`config.mk`:
```
export PLATFORM = sky130hd
export DESIGN_NAME = bmp24_to_argb_framebuffer_writer
export DESIGN_NICKNAME = d
export VERILOG_FILES = /design/src/design/bmp24_pkg.sv /design/src/design/bmp24_parse.sv /design/src/design/bmp24_skid.sv /design/src/design/bmp24_to_argb_framebuffer_writer.sv
export SDC_FILE = /design/constraint.sdc
export NUM_CORES = 2
export LEC_CHECK = 0
export BUFFER_PORTS_ARGS = -buffer_cell sky130_fd_sc_hd__buf_2
export CAP_MARGIN = 0
export CORE_ASPECT_RATIO = 0.8
export CORE_MARGIN = 8
export CORE_UTILIZATION = 37
export DETAILED_ROUTE_END_ITERATION = 6
export PLACE_DENSITY = 0.63
export RECOVER_POWER = 50
export SYNTH_ARGS = -nofsm -noshare
export SYNTH_HDL_FRONTEND = slang
export SYNTH_HIERARCHICAL = 1
export SYNTH_SLANG_ARGS = --single-unit
```
`constraint.sdc`:
```
create_clock -name clk -period 17 [get_ports clk]
set_input_delay 1.7 -clock clk [delete_from_list [all_inputs] [get_ports clk]]
set_output_delay 1.7 -clock clk [all_outputs]
set_load 0.05 [all_outputs]
```
`src/design/bmp24_pkg.sv`:
```
// ============================================================================
// bmp24_pkg
// Types, constants and helpers shared by the BMP to ARGB framebuffer writer.
// ============================================================================
`default_nettype none

package bmp24_pkg;

    localparam int HEADER_BYTES = 54;
    localparam int MAX_DIM      = 4096;
    localparam int DIM_W        = 13;
    localparam int HDR_IDX_W    = 6;

    localparam int IDX_TYPE   = 0;
    localparam int IDX_WIDTH  = 18;
    localparam int IDX_HEIGHT = 22;
    localparam int IDX_BPP    = 28;

    localparam logic [15:0] BMP_TYPE = 16'h4d42;
    localparam logic [15:0] BMP_BPP  = 16'd24;
    localparam logic [7:0]  ALPHA    = 8'hff;

    localparam logic [DIM_W-1:0] PANEL_WIDTH_RESET  = 13'd1080;
    localparam logic [DIM_W-1:0] PANEL_HEIGHT_RESET = 13'd1920;

    localparam logic [1:0] CFG_PANEL_WIDTH  = 2'd0;
    localparam logic [1:0] CFG_PANEL_HEIGHT = 2'd1;
    localparam logic [1:0] CFG_FRAME_BASE   = 2'd2;

    localparam logic KIND_PIXEL  = 1'b0;
    localparam logic KIND_REJECT = 1'b1;

    typedef enum logic [1:0] {
        PH_HEADER = 2'd0,
        PH_PIXEL  = 2'd1,
        PH_PAD    = 2'd2,
        PH_DONE   = 2'd3
    } phase_t;

    typedef struct packed {
        logic [DIM_W-1:0] panel_width;
        logic [DIM_W-1:0] panel_height;
        logic [31:0]      frame_base;
    } cfg_t;

    typedef struct packed {
        logic        kind;
        logic [31:0] pixel_word;
        logic [31:0] write_address;
    } result_t;

    // Panel sizes above the largest supported dimension are clamped.
    function automatic logic [DIM_W-1:0] eff_dim(input logic [DIM_W-1:0] value);
        logic [DIM_W-1:0] lim;
        lim = DIM_W'(MAX_DIM);
        return (value > lim) ? lim : value;
    endfunction

endpackage

`default_nettype wire

```
`src/design/bmp24_parse.sv`:
```
// ============================================================================
// bmp24_parse
// Header parser and pixel address generator: one file byte per step.
// ============================================================================
`default_nettype none

module bmp24_parse
    import bmp24_pkg::*;
(
    input  wire logic       clk,
    input  wire logic       rst_n,
    input  wire logic       step,
    input  wire logic [7:0] data_byte,
    input  wire logic       first_byte,
    input  wire cfg_t       cfg,
    output logic            res_valid,
    output result_t         res
);

    logic [HDR_IDX_W-1:0] header_index_reg, header_index_next;
    phase_t               phase_reg, phase_next;
    logic [15:0]          file_type_reg, file_type_next;
    logic [15:0]          bpp_reg, bpp_next;
    logic [31:0]          width_reg, width_next;
    logic [31:0]          height_reg, height_next;
    logic [DIM_W-1:0]     column_reg, column_next;
    logic [DIM_W-1:0]     rows_reg, rows_next;
    logic [1:0]           bip_reg, bip_next;
    logic [1:0]           pad_reg, pad_next;
    logic [15:0]          partial_reg, partial_next;
    logic [31:0]          row_addr_reg, row_addr_next;

    logic [HDR_IDX_W-1:0] cur_index;
    phase_t               cur_phase;
    logic [15:0]          cur_type;
    logic [15:0]          cur_bpp;
    logic [31:0]          cur_width;
    logic [31:0]          cur_height;
    logic [DIM_W-1:0]     cur_column;
    logic [DIM_W-1:0]     cur_rows;
    logic [1:0]           cur_bip;
    logic [1:0]           cur_pad;
    logic [15:0]          cur_partial;
    logic [31:0]          cur_row_addr;

    logic [DIM_W-1:0]     pw;
    logic [DIM_W-1:0]     ph;
    logic [DIM_W-1:0]     w13;
    logic [DIM_W-1:0]     h13;
    logic [DIM_W-1:0]     sx;
    logic [DIM_W-1:0]     sy;
    logic [DIM_W-1:0]     top_row;
    logic [25:0]          top_offset;
    logic                 header_ok;
    logic [HDR_IDX_W-1:0] field_off;
    logic [DIM_W-1:0]     column_inc;
    logic [DIM_W-1:0]     rows_dec;

    assign pw = eff_dim(cfg.panel_width);
    assign ph = eff_dim(cfg.panel_height);

    always_comb
    begin
        // A first-byte mark clears the parse state before the byte is used.
        if (first_byte)
        begin
            cur_index    = '0;
            cur_phase    = PH_HEADER;
            cur_type     = '0;
            cur_bpp      = '0;
            cur_width    = '0;
            cur_height   = '0;
            cur_column   = '0;
            cur_rows     = '0;
            cur_bip      = '0;
            cur_pad      = '0;
            cur_partial  = '0;
            cur_row_addr = '0;
        end
        else
        begin
            cur_index    = header_index_reg;
            cur_phase    = phase_reg;
            cur_type     = file_type_reg;
            cur_bpp      = bpp_reg;
            cur_width    = width_reg;
            cur_height   = height_reg;
            cur_column   = column_reg;
            cur_rows     = rows_reg;
            cur_bip      = bip_reg;
            cur_pad      = pad_reg;
            cur_partial  = partial_reg;
            cur_row_addr = row_addr_reg;
        end
    end

    assign w13        = cur_width[DIM_W-1:0];
    assign h13        = cur_height[DIM_W-1:0];
    assign header_ok  = (cur_type == BMP_TYPE) && (cur_bpp == BMP_BPP)
                        && !cur_width[31] && (cur_width <= 32'(pw))
                        && !cur_height[31] && (cur_height <= 32'(ph));
    assign sx         = DIM_W'((pw - w13) >> 1);
    assign sy         = DIM_W'((ph - h13) >> 1);
    assign top_row    = sy + h13 - DIM_W'(1);
    assign top_offset = 26'(top_row * pw) + 26'(sx);
    assign column_inc = cur_column + DIM_W'(1);
    assign rows_dec   = cur_rows - DIM_W'(1);

    always_comb
    begin
        header_index_next = cur_index;
        phase_next        = cur_phase;
        file_type_next    = cur_type;
        bpp_next          = cur_bpp;
        width_next        = cur_width;
        height_next       = cur_height;
        column_next       = cur_column;
        rows_next         = cur_rows;
        bip_next          = cur_bip;
        pad_next          = cur_pad;
        partial_next      = cur_partial;
        row_addr_next     = cur_row_addr;
        res_valid         = 1'b0;
        res.kind          = KIND_PIXEL;
        res.write_address = '0;
        res.pixel_word    = '0;
        field_off         = '0;

        unique case (cur_phase)
            PH_HEADER:
            begin
                header_index_next = cur_index + HDR_IDX_W'(1);
                case (cur_index) inside
                    [HDR_IDX_W'(IDX_TYPE) : HDR_IDX_W'(IDX_TYPE + 1)]:
                    begin
                        field_off      = cur_index - HDR_IDX_W'(IDX_TYPE);
                        file_type_next = cur_type
                                         | (16'(data_byte) << {field_off[0], 3'b000});
                    end
                    [HDR_IDX_W'(IDX_WIDTH) : HDR_IDX_W'(IDX_WIDTH + 3)]:
                    begin
                        field_off  = cur_index - HDR_IDX_W'(IDX_WIDTH);
                        width_next = cur_width
                                     | (32'(data_byte) << {field_off[1:0], 3'b000});
                    end
                    [HDR_IDX_W'(IDX_HEIGHT) : HDR_IDX_W'(IDX_HEIGHT + 3)]:
                    begin
                        field_off   = cur_index - HDR_IDX_W'(IDX_HEIGHT);
                        height_next = cur_height
                                      | (32'(data_byte) << {field_off[1:0], 3'b000});
                    end
                    [HDR_IDX_W'(IDX_BPP) : HDR_IDX_W'(IDX_BPP + 1)]:
                    begin
                        field_off = cur_index - HDR_IDX_W'(IDX_BPP);
                        bpp_next  = cur_bpp
                                    | (16'(data_byte) << {field_off[0], 3'b000});
                    end
                    default:
                    begin
                    end
                endcase

                if (cur_index == HDR_IDX_W'(HEADER_BYTES - 1))
                begin
                    if (!header_ok)
                    begin
                        phase_next = PH_DONE;
                        res_valid  = 1'b1;
                        res.kind   = KIND_REJECT;
                    end
                    else if (w13 == '0 || h13 == '0)
                    begin
                        phase_next = PH_DONE;
                    end
                    else
                    begin
                        row_addr_next = cfg.frame_base + {4'b0000, top_offset, 2'b00};
                        column_next   = '0;
                        rows_next     = h13;
                        bip_next      = '0;
                        partial_next  = '0;
                        pad_next      = '0;
                        phase_next    = PH_PIXEL;
                    end
                end
            end

            PH_PIXEL:
            begin
                unique case (cur_bip)
                    2'd0:
                    begin
                        partial_next = {8'h00, data_byte};
                        bip_next     = 2'd1;
                    end
                    2'd1:
                    begin
                        partial_next = {data_byte, cur_partial[7:0]};
                        bip_next     = 2'd2;
                    end
                    default:
                    begin
                        res_valid         = 1'b1;
                        res.kind          = KIND_PIXEL;
                        res.pixel_word    = {ALPHA, data_byte, cur_partial};
                        res.write_address = cur_row_addr
                                            + {{(30 - DIM_W){1'b0}}, cur_column, 2'b00};
                        bip_next          = 2'd0;
                        column_next       = column_inc;
                        if (column_inc >= w13)
                        begin
                            column_next   = '0;
                            rows_next     = rows_dec;
                            row_addr_next = cur_row_addr
                                            - {{(30 - DIM_W){1'b0}}, pw, 2'b00};
                            if (rows_dec == '0)
                            begin
                                phase_next = PH_DONE;
                            end
                            else if (w13[1:0] != 2'd0)
                            begin
                                pad_next   = w13[1:0];
                                phase_next = PH_PAD;
                            end
                        end
                    end
                endcase
            end

            PH_PAD:
            begin
                pad_next = cur_pad - 2'd1;
                if (pad_next == 2'd0)
                begin
                    phase_next = PH_PIXEL;
                end
            end

            PH_DONE:
            begin
            end

            default:
            begin
            end
        endcase

        if (!step)
        begin
            res_valid = 1'b0;
        end
    end

    always_ff @(posedge clk or negedge rst_n)
    begin
        if (!rst_n)
        begin
            header_index_reg <= '0;
            phase_reg        <= PH_HEADER;
            file_type_reg    <= '0;
            bpp_reg          <= '0;
            width_reg        <= '0;
            height_reg       <= '0;
            column_reg       <= '0;
            rows_reg         <= '0;
            bip_reg          <= '0;
            pad_reg          <= '0;
            partial_reg      <= '0;
            row_addr_reg     <= '0;
        end
        else if (step)
        begin
            header_index_reg <= header_index_next;
            phase_reg        <= phase_next;
            file_type_reg    <= file_type_next;
            bpp_reg          <= bpp_next;
            width_reg        <= width_next;
            height_reg       <= height_next;
            column_reg       <= column_next;
            rows_reg         <= rows_next;
            bip_reg          <= bip_next;
            pad_reg          <= pad_next;
            partial_reg      <= partial_next;
            row_addr_reg     <= row_addr_next;
        end
    end

endmodule

`default_nettype wire

```
`src/design/bmp24_skid.sv`:
```
// ============================================================================
// bmp24_skid
// Output register with one skid entry, so the input side can hand over one
// further result while a result waits.
// ============================================================================
`default_nettype none

module bmp24_skid
    import bmp24_pkg::*;
(
    input  wire logic    clk,
    input  wire logic    rst_n,
    input  wire logic    push,
    input  wire result_t push_data,
    output logic         can_push,
    output logic         out_valid,
    input  wire logic    out_ready,
    output result_t      out_data
);

    logic    out_valid_reg, out_valid_next;
    logic    skid_valid_reg, skid_valid_next;
    result_t out_reg, out_next;
    result_t skid_reg, skid_next;

    assign can_push  = !skid_valid_reg;
    assign out_valid = out_valid_reg;
    assign out_data  = out_reg;

    always_comb
    begin
        out_valid_next  = out_valid_reg;
        skid_valid_next = skid_valid_reg;
        out_next        = out_reg;
        skid_next       = skid_reg;
        if (!out_valid_reg || out_ready)
        begin
            if (skid_valid_reg)
            begin
                out_next        = skid_reg;
                out_valid_next  = 1'b1;
                skid_valid_next = 1'b0;
            end
            else
            begin
                out_next       = push_data;
                out_valid_next = push;
            end
        end
        else if (push)
        begin
            skid_next       = push_data;
            skid_valid_next = 1'b1;
        end
    end

    always_ff @(posedge clk or negedge rst_n)
    begin
        if (!rst_n)
        begin
            out_valid_reg  <= 1'b0;
            skid_valid_reg <= 1'b0;
        end
        else
        begin
            out_valid_reg  <= out_valid_next;
            skid_valid_reg <= skid_valid_next;
        end
    end

    always_ff @(posedge clk)
    begin
        out_reg  <= out_next;
        skid_reg <= skid_next;
    end

endmodule

`default_nettype wire

```
`src/design/bmp24_to_argb_framebuffer_writer.sv`:
```
// ============================================================================
// bmp24_to_argb_framebuffer_writer
// Writes a 24-bit bottom-up BMP file into an ARGB8888 framebuffer.
// ============================================================================
// The file arrives one byte per item on the s_axis channel; s_axis_tuser marks
// the first byte of a file and restarts header parsing. After the 54-byte
// header the image is checked against the panel size and, if accepted, is
// centred on the panel. Every third pixel byte yields one item on the m_axis
// channel carrying the framebuffer byte address and the opaque ARGB word; a
// rejected header yields a single item with tuser set and zero data. Row
// padding and bytes after the image produce nothing.
// A byte is taken in every cycle while s_axis_tready is high. Its result is
// registered and leaves on m_axis from the output register. When the receiver
// stalls, one further result is held in a skid entry, and s_axis_tready then
// drops until the output register drains.
// Reset clears the parser to the start of a header, empties the output
// stages and loads the panel size 1080 by 1920 with a framebuffer base of
// zero. The registers are written through cfg_we, cfg_index and cfg_data.
// ============================================================================
`default_nettype none

module bmp24_to_argb_framebuffer_writer
    import bmp24_pkg::*;
(
    input  wire logic        clk,
    input  wire logic        rst_n,
    input  wire logic        s_axis_tvalid,
    output logic             s_axis_tready,
    input  wire logic [7:0]  s_axis_tdata,  // data_byte [7:0]
    input  wire logic        s_axis_tuser,  // first_byte [0]
    output logic             m_axis_tvalid,
    input  wire logic        m_axis_tready,
    output logic [63:0]      m_axis_tdata,  // write_address [31:0], pixel_word [63:32]
    output logic             m_axis_tuser,  // kind [0]
    input  wire logic        cfg_we,
    input  wire logic [1:0]  cfg_index,
    input  wire logic [31:0] cfg_data
);

    cfg_t    cfg_reg;
    logic    accept;
    logic    res_valid;
    result_t res;
    result_t out_data;
    logic    can_push;

    always_ff @(posedge clk or negedge rst_n)
    begin
        if (!rst_n)
        begin
            cfg_reg.panel_width  <= PANEL_WIDTH_RESET;
            cfg_reg.panel_height <= PANEL_HEIGHT_RESET;
            cfg_reg.frame_base   <= '0;
        end
        else if (cfg_we)
        begin
            unique case (cfg_index)
                CFG_PANEL_WIDTH:  cfg_reg.panel_width  <= cfg_data[DIM_W-1:0];
                CFG_PANEL_HEIGHT: cfg_reg.panel_height <= cfg_data[DIM_W-1:0];
                CFG_FRAME_BASE:   cfg_reg.frame_base   <= cfg_data;
                default:
                begin
                end
            endcase
        end
    end

    assign s_axis_tready = can_push;
    assign accept        = s_axis_tvalid && can_push;

    bmp24_parse u_parse (
        .clk        (clk),
        .rst_n      (rst_n),
        .step       (accept),
        .data_byte  (s_axis_tdata),
        .first_byte (s_axis_tuser),
        .cfg        (cfg_reg),
        .res_valid  (res_valid),
        .res        (res)
    );

    bmp24_skid u_skid (
        .clk       (clk),
        .rst_n     (rst_n),
        .push      (res_valid),
        .push_data (res),
        .can_push  (can_push),
        .out_valid (m_axis_tvalid),
        .out_ready (m_axis_tready),
        .out_data  (out_data)
    );

    assign m_axis_tdata = {out_data.pixel_word, out_data.write_address};
    assign m_axis_tuser = out_data.kind;

endmodule

`default_nettype wire

```
Word-level counts from Yosys, hierarchy flattened
Index checks and enable logic that the tools add are counted.
W data, S select, Z words.
Cells by class
  add/sub/neg operators: 15
  multiply operators: 1
  divide/modulo/power cells: 0
  magnitude comparators: 13
  equality and inequality tests: 8
  shift operators: 4
  multiplexer cells: 86
  bitwise logic cells: 5
  reduce and logical (&&, ||, !) cells: 30
Operators with widths (count)
  $mux W32: 15
  $mux W16: 13
  $mux W13: 14
  $mux W64: 2
  $mux W65: 1
  $le A32 B13 Y1: 2
  $or A32 B32 Y32: 2
  $pmux W16 S2: 2
  $pmux W32 S2: 1
  $shl A8 B5 Y32: 2
  $pmux W13 S2: 2
  $mux W2: 21
  $logic_not A13 Y1: 3
  $add A32 B15 Y32: 1
  $add A32 B28 Y32: 1
  $or A16 B16 Y16: 2
  $shl A8 B4 Y16: 2
  $sub A32 B15 Y32: 1
  $add A26 B12 Y26: 1
  $gt A13 B13 Y1 const B: 2
  $mul A13 B13 Y26: 1
  $sub A13 B1 Y13 const B: 2
  $sub A13 B13 Y13: 2
  $ge A6 B5 Y1 const B: 3
  28 further kinds: 64
Storage, ports and cells
  register bits after elaboration: 372
  bits in latches: 0
  RAM bits: 0
  bits in read-only memories: 0
  input port bits: 48
  output and inout port bits: 67
  word-level logic and storage cells: 185
  memories: 0

Longest topological paths before layout
  word-level depth: 13
  mapped depth: 56
  mapped depth without buffers: 54

Hierarchy
The synthesis kept the hierarchy.
Modules (own cells, without submodules)
  bmp24_parse: times used 1, cells an instance 2512, area an instance 20915.1 um2, sequential area each 4554.4 um2
  bmp24_skid: times used 1, cells an instance 211, area an instance 4875.9 um2, sequential area each 3953.8 um2
  bmp24_to_argb_framebuffer_writer: times used 1, cells an instance 125, area an instance 2198.4 um2, sequential area each 1461.4 um2

Worst setup path after synthesis
OpenSTA, ideal clock, no wires.
  path kind: in2reg
  start point: input s_axis_tuser
  end point: register u_parse.row_addr_reg[30]
  setup time: 0.128 ns
  data arrival time: 12.959 ns
  required time: 16.872 ns
  slack: 3.913 ns
  stages: 52
  buffers on the path: 5
  cells stage by stage: inv_1 > clkbuf_1 > clkbuf_1 > clkbuf_1 > clkbuf_1 > buf_1 > nand2_1 > inv_1 > ha_1 > a21oi_1 > o21ai_0 > and2_1 > or3_1 > nand2_1 > ha_1 > inv_1 > ha_1 > a21boi_0 > [16 not listed] > ha_1 > a2111oi_0 > or3_1 > o311ai_1 > o41ai_2 > o22ai_1 > or4_1 > a31oi_1 > xnor2_1 > ha_1 > a21o_1 > a21o_1 > nor3_1 > a21o_1 > o21ai_0 > nand3_1 > xor2_1 > o22ai_1
On the way
  word-level cells in the longest chain between the ends: 11
  elaborated cells on any way between the ends: 45
  those cells by class: 8 x add/sub; 1 x mul; 3 x order compare; 5 x eq/ne; 15 x mux; 13 x reduce/logical
Ends and longest elaborated chain
  start: declaration: RTL line bmp24_to_argb_framebuffer_writer.sv:30  | input wire logic s_axis_tuser,
  $mux W32: RTL line bmp24_parse.sv:65  | if (first_byte)
  $sub A13 B13 Y13: RTL line bmp24_parse.sv:103  | assign sy = DIM_W'((ph - h13) >> 1);
  $add A12 B13 Y13: RTL line bmp24_parse.sv:104  | assign top_row = sy + h13 - DIM_W'(1);
  $sub A13 B1 Y13: RTL line bmp24_parse.sv:104
  $mul A13 B13 Y26: RTL line bmp24_parse.sv:105  | assign top_offset = 26'(top_row * pw) + 26'(sx);
  $add A26 B12 Y26: RTL line bmp24_parse.sv:105
  $add A32 B28 Y32: RTL line bmp24_parse.sv:177  | row_addr_next = cfg.frame_base + {4'b0000, top_offset, 2'b00};
  $mux W32: RTL line bmp24_parse.sv:171  | else if (w13 == '0 || h13 == '0)
  $mux W32: RTL line bmp24_parse.sv:165  | if (!header_ok)
  $mux W32: RTL line bmp24_parse.sv:163  | if (cur_index == HDR_IDX_W'(HEADER_BYTES - 1))
  $pmux W32 S2 (*): RTL line bmp24_parse.sv:129  | unique case (cur_phase)
  end signal: assignment: RTL line bmp24_parse.sv:284  | row_addr_reg <= row_addr_next;
  end: declaration: RTL line bmp24_parse.sv:31  | logic [31:0] row_addr_reg, row_addr_next;
Every way passes the cells marked *; elsewhere a longest branch is shown, timed or not.
A chain may end at the register's enable or synchronous reset.

Final worst setup path
Ends and elaborated chain as after synthesis.

==> impl_metrics.tcl <==
set metrics [dict create \
    outcome "finished with violations" \
    violations "max-capacitance violations, max-slew violations" \
    clock_path_buffers 3 \
    yosysTopAreaCellShare 0.2092 \
    clk_pin_slew_ns 0.06 \
    antenna_found_initial 0 \
    cts_tree "yes" \
    synth.avg_cell_area_um2 9.828 \
    syn_area_mm2 0.02799 \
    grt_first_pass_wirelength_mm 120.8 \
    io_buffers 114 \
    post-dp-hpwl_mm 58.55 \
    antenna_cells 0 \
    drv_cap 7 \
    fp.coreArea_mm2 0.07511 \
    worstPathRequired_ns 17.45 \
    cts_setup_buffers 0 \
    multiInputGateArea_mm2 0.01644 \
    cp_common_cell "inv_1" \
    cpPeakStageDelay_ns 0.62 \
    drc 0 \
    async_flop_share 0.6505 \
    endpoint_kind "flip-flop" \
    holdBufCountCts 0 \
    die_h_um 262 \
    synth-seq-cells 372 \
    finalSetupViolCount 0 \
    ios 115 \
    hold_path_class "flip-flop to flip-flop" \
    die_area_mm2 0.08476 \
    arrival_ns 14.13 \
    fin_crit_ns 13.68 \
    drive_gt1_frac 0.09769 \
    crit_slowest_cell "inv_1" \
    cp-start-kind "input port" \
    cts_root_buf "clkbuf_16" \
    wl_per_cell_um 19.55 \
    drtIter0Drc 1693 \
    synthToLayoutAreaGrowth_pct 9.410 \
    synth_cell_type_count 89 \
    die_x_um 323.5 \
    ys_top_cells_by_area "dfrtp_1 (21%), edfxtp_1 (14%), ha_1 (11%), fa_1 (9.7%), mux2_2 (4.0%)" \
    worst_slew_pin_slew_ns 5.884 \
    setup-tns-final_ns 0 \
    final_antenna_net_count 0 \
    fmax_mhz 73.09 \
    grt.overflow.total 0 \
    initial_core_util 0.3726 \
    netlist_instances 2848 \
    clk_latency_ns 0.59 \
    viasPerCell 5.392 \
    seq_area_mm2 0.009973 \
    rsz0062_at_grt "no" \
    slew_viol_final 395 \
    synth_edf_count 130 \
    yosysSeqAreaShare 0.3562 \
    hold_viol_final 0 \
    cts_inserted_buffers 39 \
    crit_fanout 28 \
    fillers 7463 \
    synth_top_cell_by_area "dfrtp_1" \
    numClockSinks 372 \
    first_pass_iters 5 \
    grt_usage 0.1802 \
    yosysWarnings 6 \
    num_vias 21300 \
    crit_type "input port to flip-flop" \
    timing.slew.headroom -2.923 \
    synth_nets 3269 \
    cts_max_level 2 \
    rows 90 \
    grt_max_degree 105 \
    cts-resized-gates 0 \
    period_share 0.8048 \
    wl_mm 77.24 \
    grt_pass1_vias 20370 \
    ys.flop_type "dfrtp_1" \
    globalplace.congestion 0.9492 \
    final_nets 3329 \
    finClkSkew_ns 0.02100 \
]
## routing by layer
metal  vias to the layer above  track usage  wire length (µm)
met5                         -     0.002921                 0
met4                         0      0.05384              2286
met3                       104      0.03747              5904
met2                       693       0.2562             31910
met1                     10480       0.2716             37140
li1                      10020            -                 -
## layout make-up
cell class | instances | share of cell area
multi-input combinational | 2078 | 0.5368
sequential | 372 | 0.3257
inverter | 280 | 0.03432
clock inverter | 16 | 0.005066
tap | 1012 | 0.04135
timing repair buffer | 137 | 0.02104
clock buffer | 55 | 0.03579
## stage by stage
stage	hold slack [ns]	setup WS [ns]	area, µm²	util	std cells
floorplan	0.4310	3.913	27990	-	2848
global placement	0.4495	3.142	29500	0.3927	3879
detailed placement	0.4519	2.891	29500	0.3927	3879
CTS	0.4645	3.470	30750	0.4094	3950
global route	0.4894	2.340	30620	0.4077	3950
finish	0.4594	3.319	30620	0.4077	3950
## cells in the final DEF, fill, tap and decap left out, drive strengths merged, types with 19 or more instances in the layout
| cell | synthesis | final |
|---|---|---|
| nand2 | 283 | 283 |
| inv | 277 | 280 |
| nor2 | 255 | 255 |
| ha | 238 | 238 |
| dfrtp | 234 | 234 |
| o21ai | 141 | 141 |
| fa | 135 | 135 |
| edfxtp | 130 | 130 |
| clkbuf | 86 | 128 |
| mux2 | 127 | 127 |
| a21oi | 116 | 116 |
| xnor2 | 89 | 89 |
| a22o | 86 | 86 |
| buf | 32 | 64 |
| nor2b | 49 | 49 |
| a21o | 45 | 45 |
| nor3 | 45 | 45 |
| and3 | 42 | 42 |
| xor2 | 40 | 40 |
| nand3 | 35 | 35 |
| nand2b | 34 | 34 |
| nor4 | 30 | 30 |
| nand4 | 21 | 21 |
| o21a | 20 | 20 |
| or3 | 19 | 19 |
## cell usage after synthesis, types with 7 or more instances
master,count
nor3b_1,9
mux2i_1,13
and2_1,18
o21ai_0,134
dfstp_2,8
o21a_1,20
nand3_1,35
a21o_1,45
edfxtp_1,130
a31oi_1,16
mux2_2,99
or3_1,18
clkbuf_1,85
o21bai_1,15
a211oi_1,9
o31ai_1,11
nand4_1,21
inv_1,275
nor2b_1,49
buf_6,7
or4_1,13
nand2b_1,34
nor2_1,254
o211ai_1,9
buf_1,10
a22oi_1,7
and3_1,42
nand2_1,283
dfrtp_1,234
xnor2_1,89
buf_4,9
nor3_1,42
a32o_1,8
o22ai_1,13
a21oi_1,115
nor4_1,29
o2bb2ai_1,7
fa_1,135
a22o_1,86
mux2_4,28
xor2_1,40
ha_1,238
## worst paths after layout
kind | slack [ns] | cells after the start | end | startpoint
max | 3.32 | 52 | u_parse/row_addr_reg[30]$_DFFE_PN0P_ | s_axis_tuser
max reg2reg | 4.92 | 50 | u_parse/row_addr_reg[30]$_DFFE_PN0P_ | cfg_reg[44]$_DFFE_PN0P_
min in group asynchronous | 3.28 | 1 | u_parse/partial_reg[8]$_DFFE_PN0P_ | rst_n
max in group asynchronous | 5.72 | 3 | cfg_reg[37]$_DFFE_PN0P_ | rst_n
min reg2reg | 0.46 | 2 | u_parse/row_addr_reg[1]$_DFFE_PN0P_ | u_parse/row_addr_reg[1]$_DFFE_PN0P_
min | 0.46 | 2 | u_parse/row_addr_reg[1]$_DFFE_PN0P_ | u_parse/row_addr_reg[1]$_DFFE_PN0P_
## kinds of logic after synthesis
kind of cell	synth area share
AO/OA/AOI/OAI	0.1381
multiplexers	0.05950
XOR/XNOR	0.04037
flip-flops	0.3562
adder cells (fa/ha/maj)	0.2030
AND/OR/NAND/NOR	0.1461
buffers and inverters	0.05677
## critical path, delay by kind of cell
kind | cells | cell delay [ns]
XOR/XNOR | 3 | 0.75
buffers and inverters | 9 | 1.27
AO/OA/AOI/OAI | 18 | 3.77
AND/OR/NAND/NOR | 10 | 1.69
adder cells (fa/ha/maj) | 12 | 4.93
Power is not shown: default switching activity piles up to over one toggle a cycle in this logic, so the estimate is an artifact.
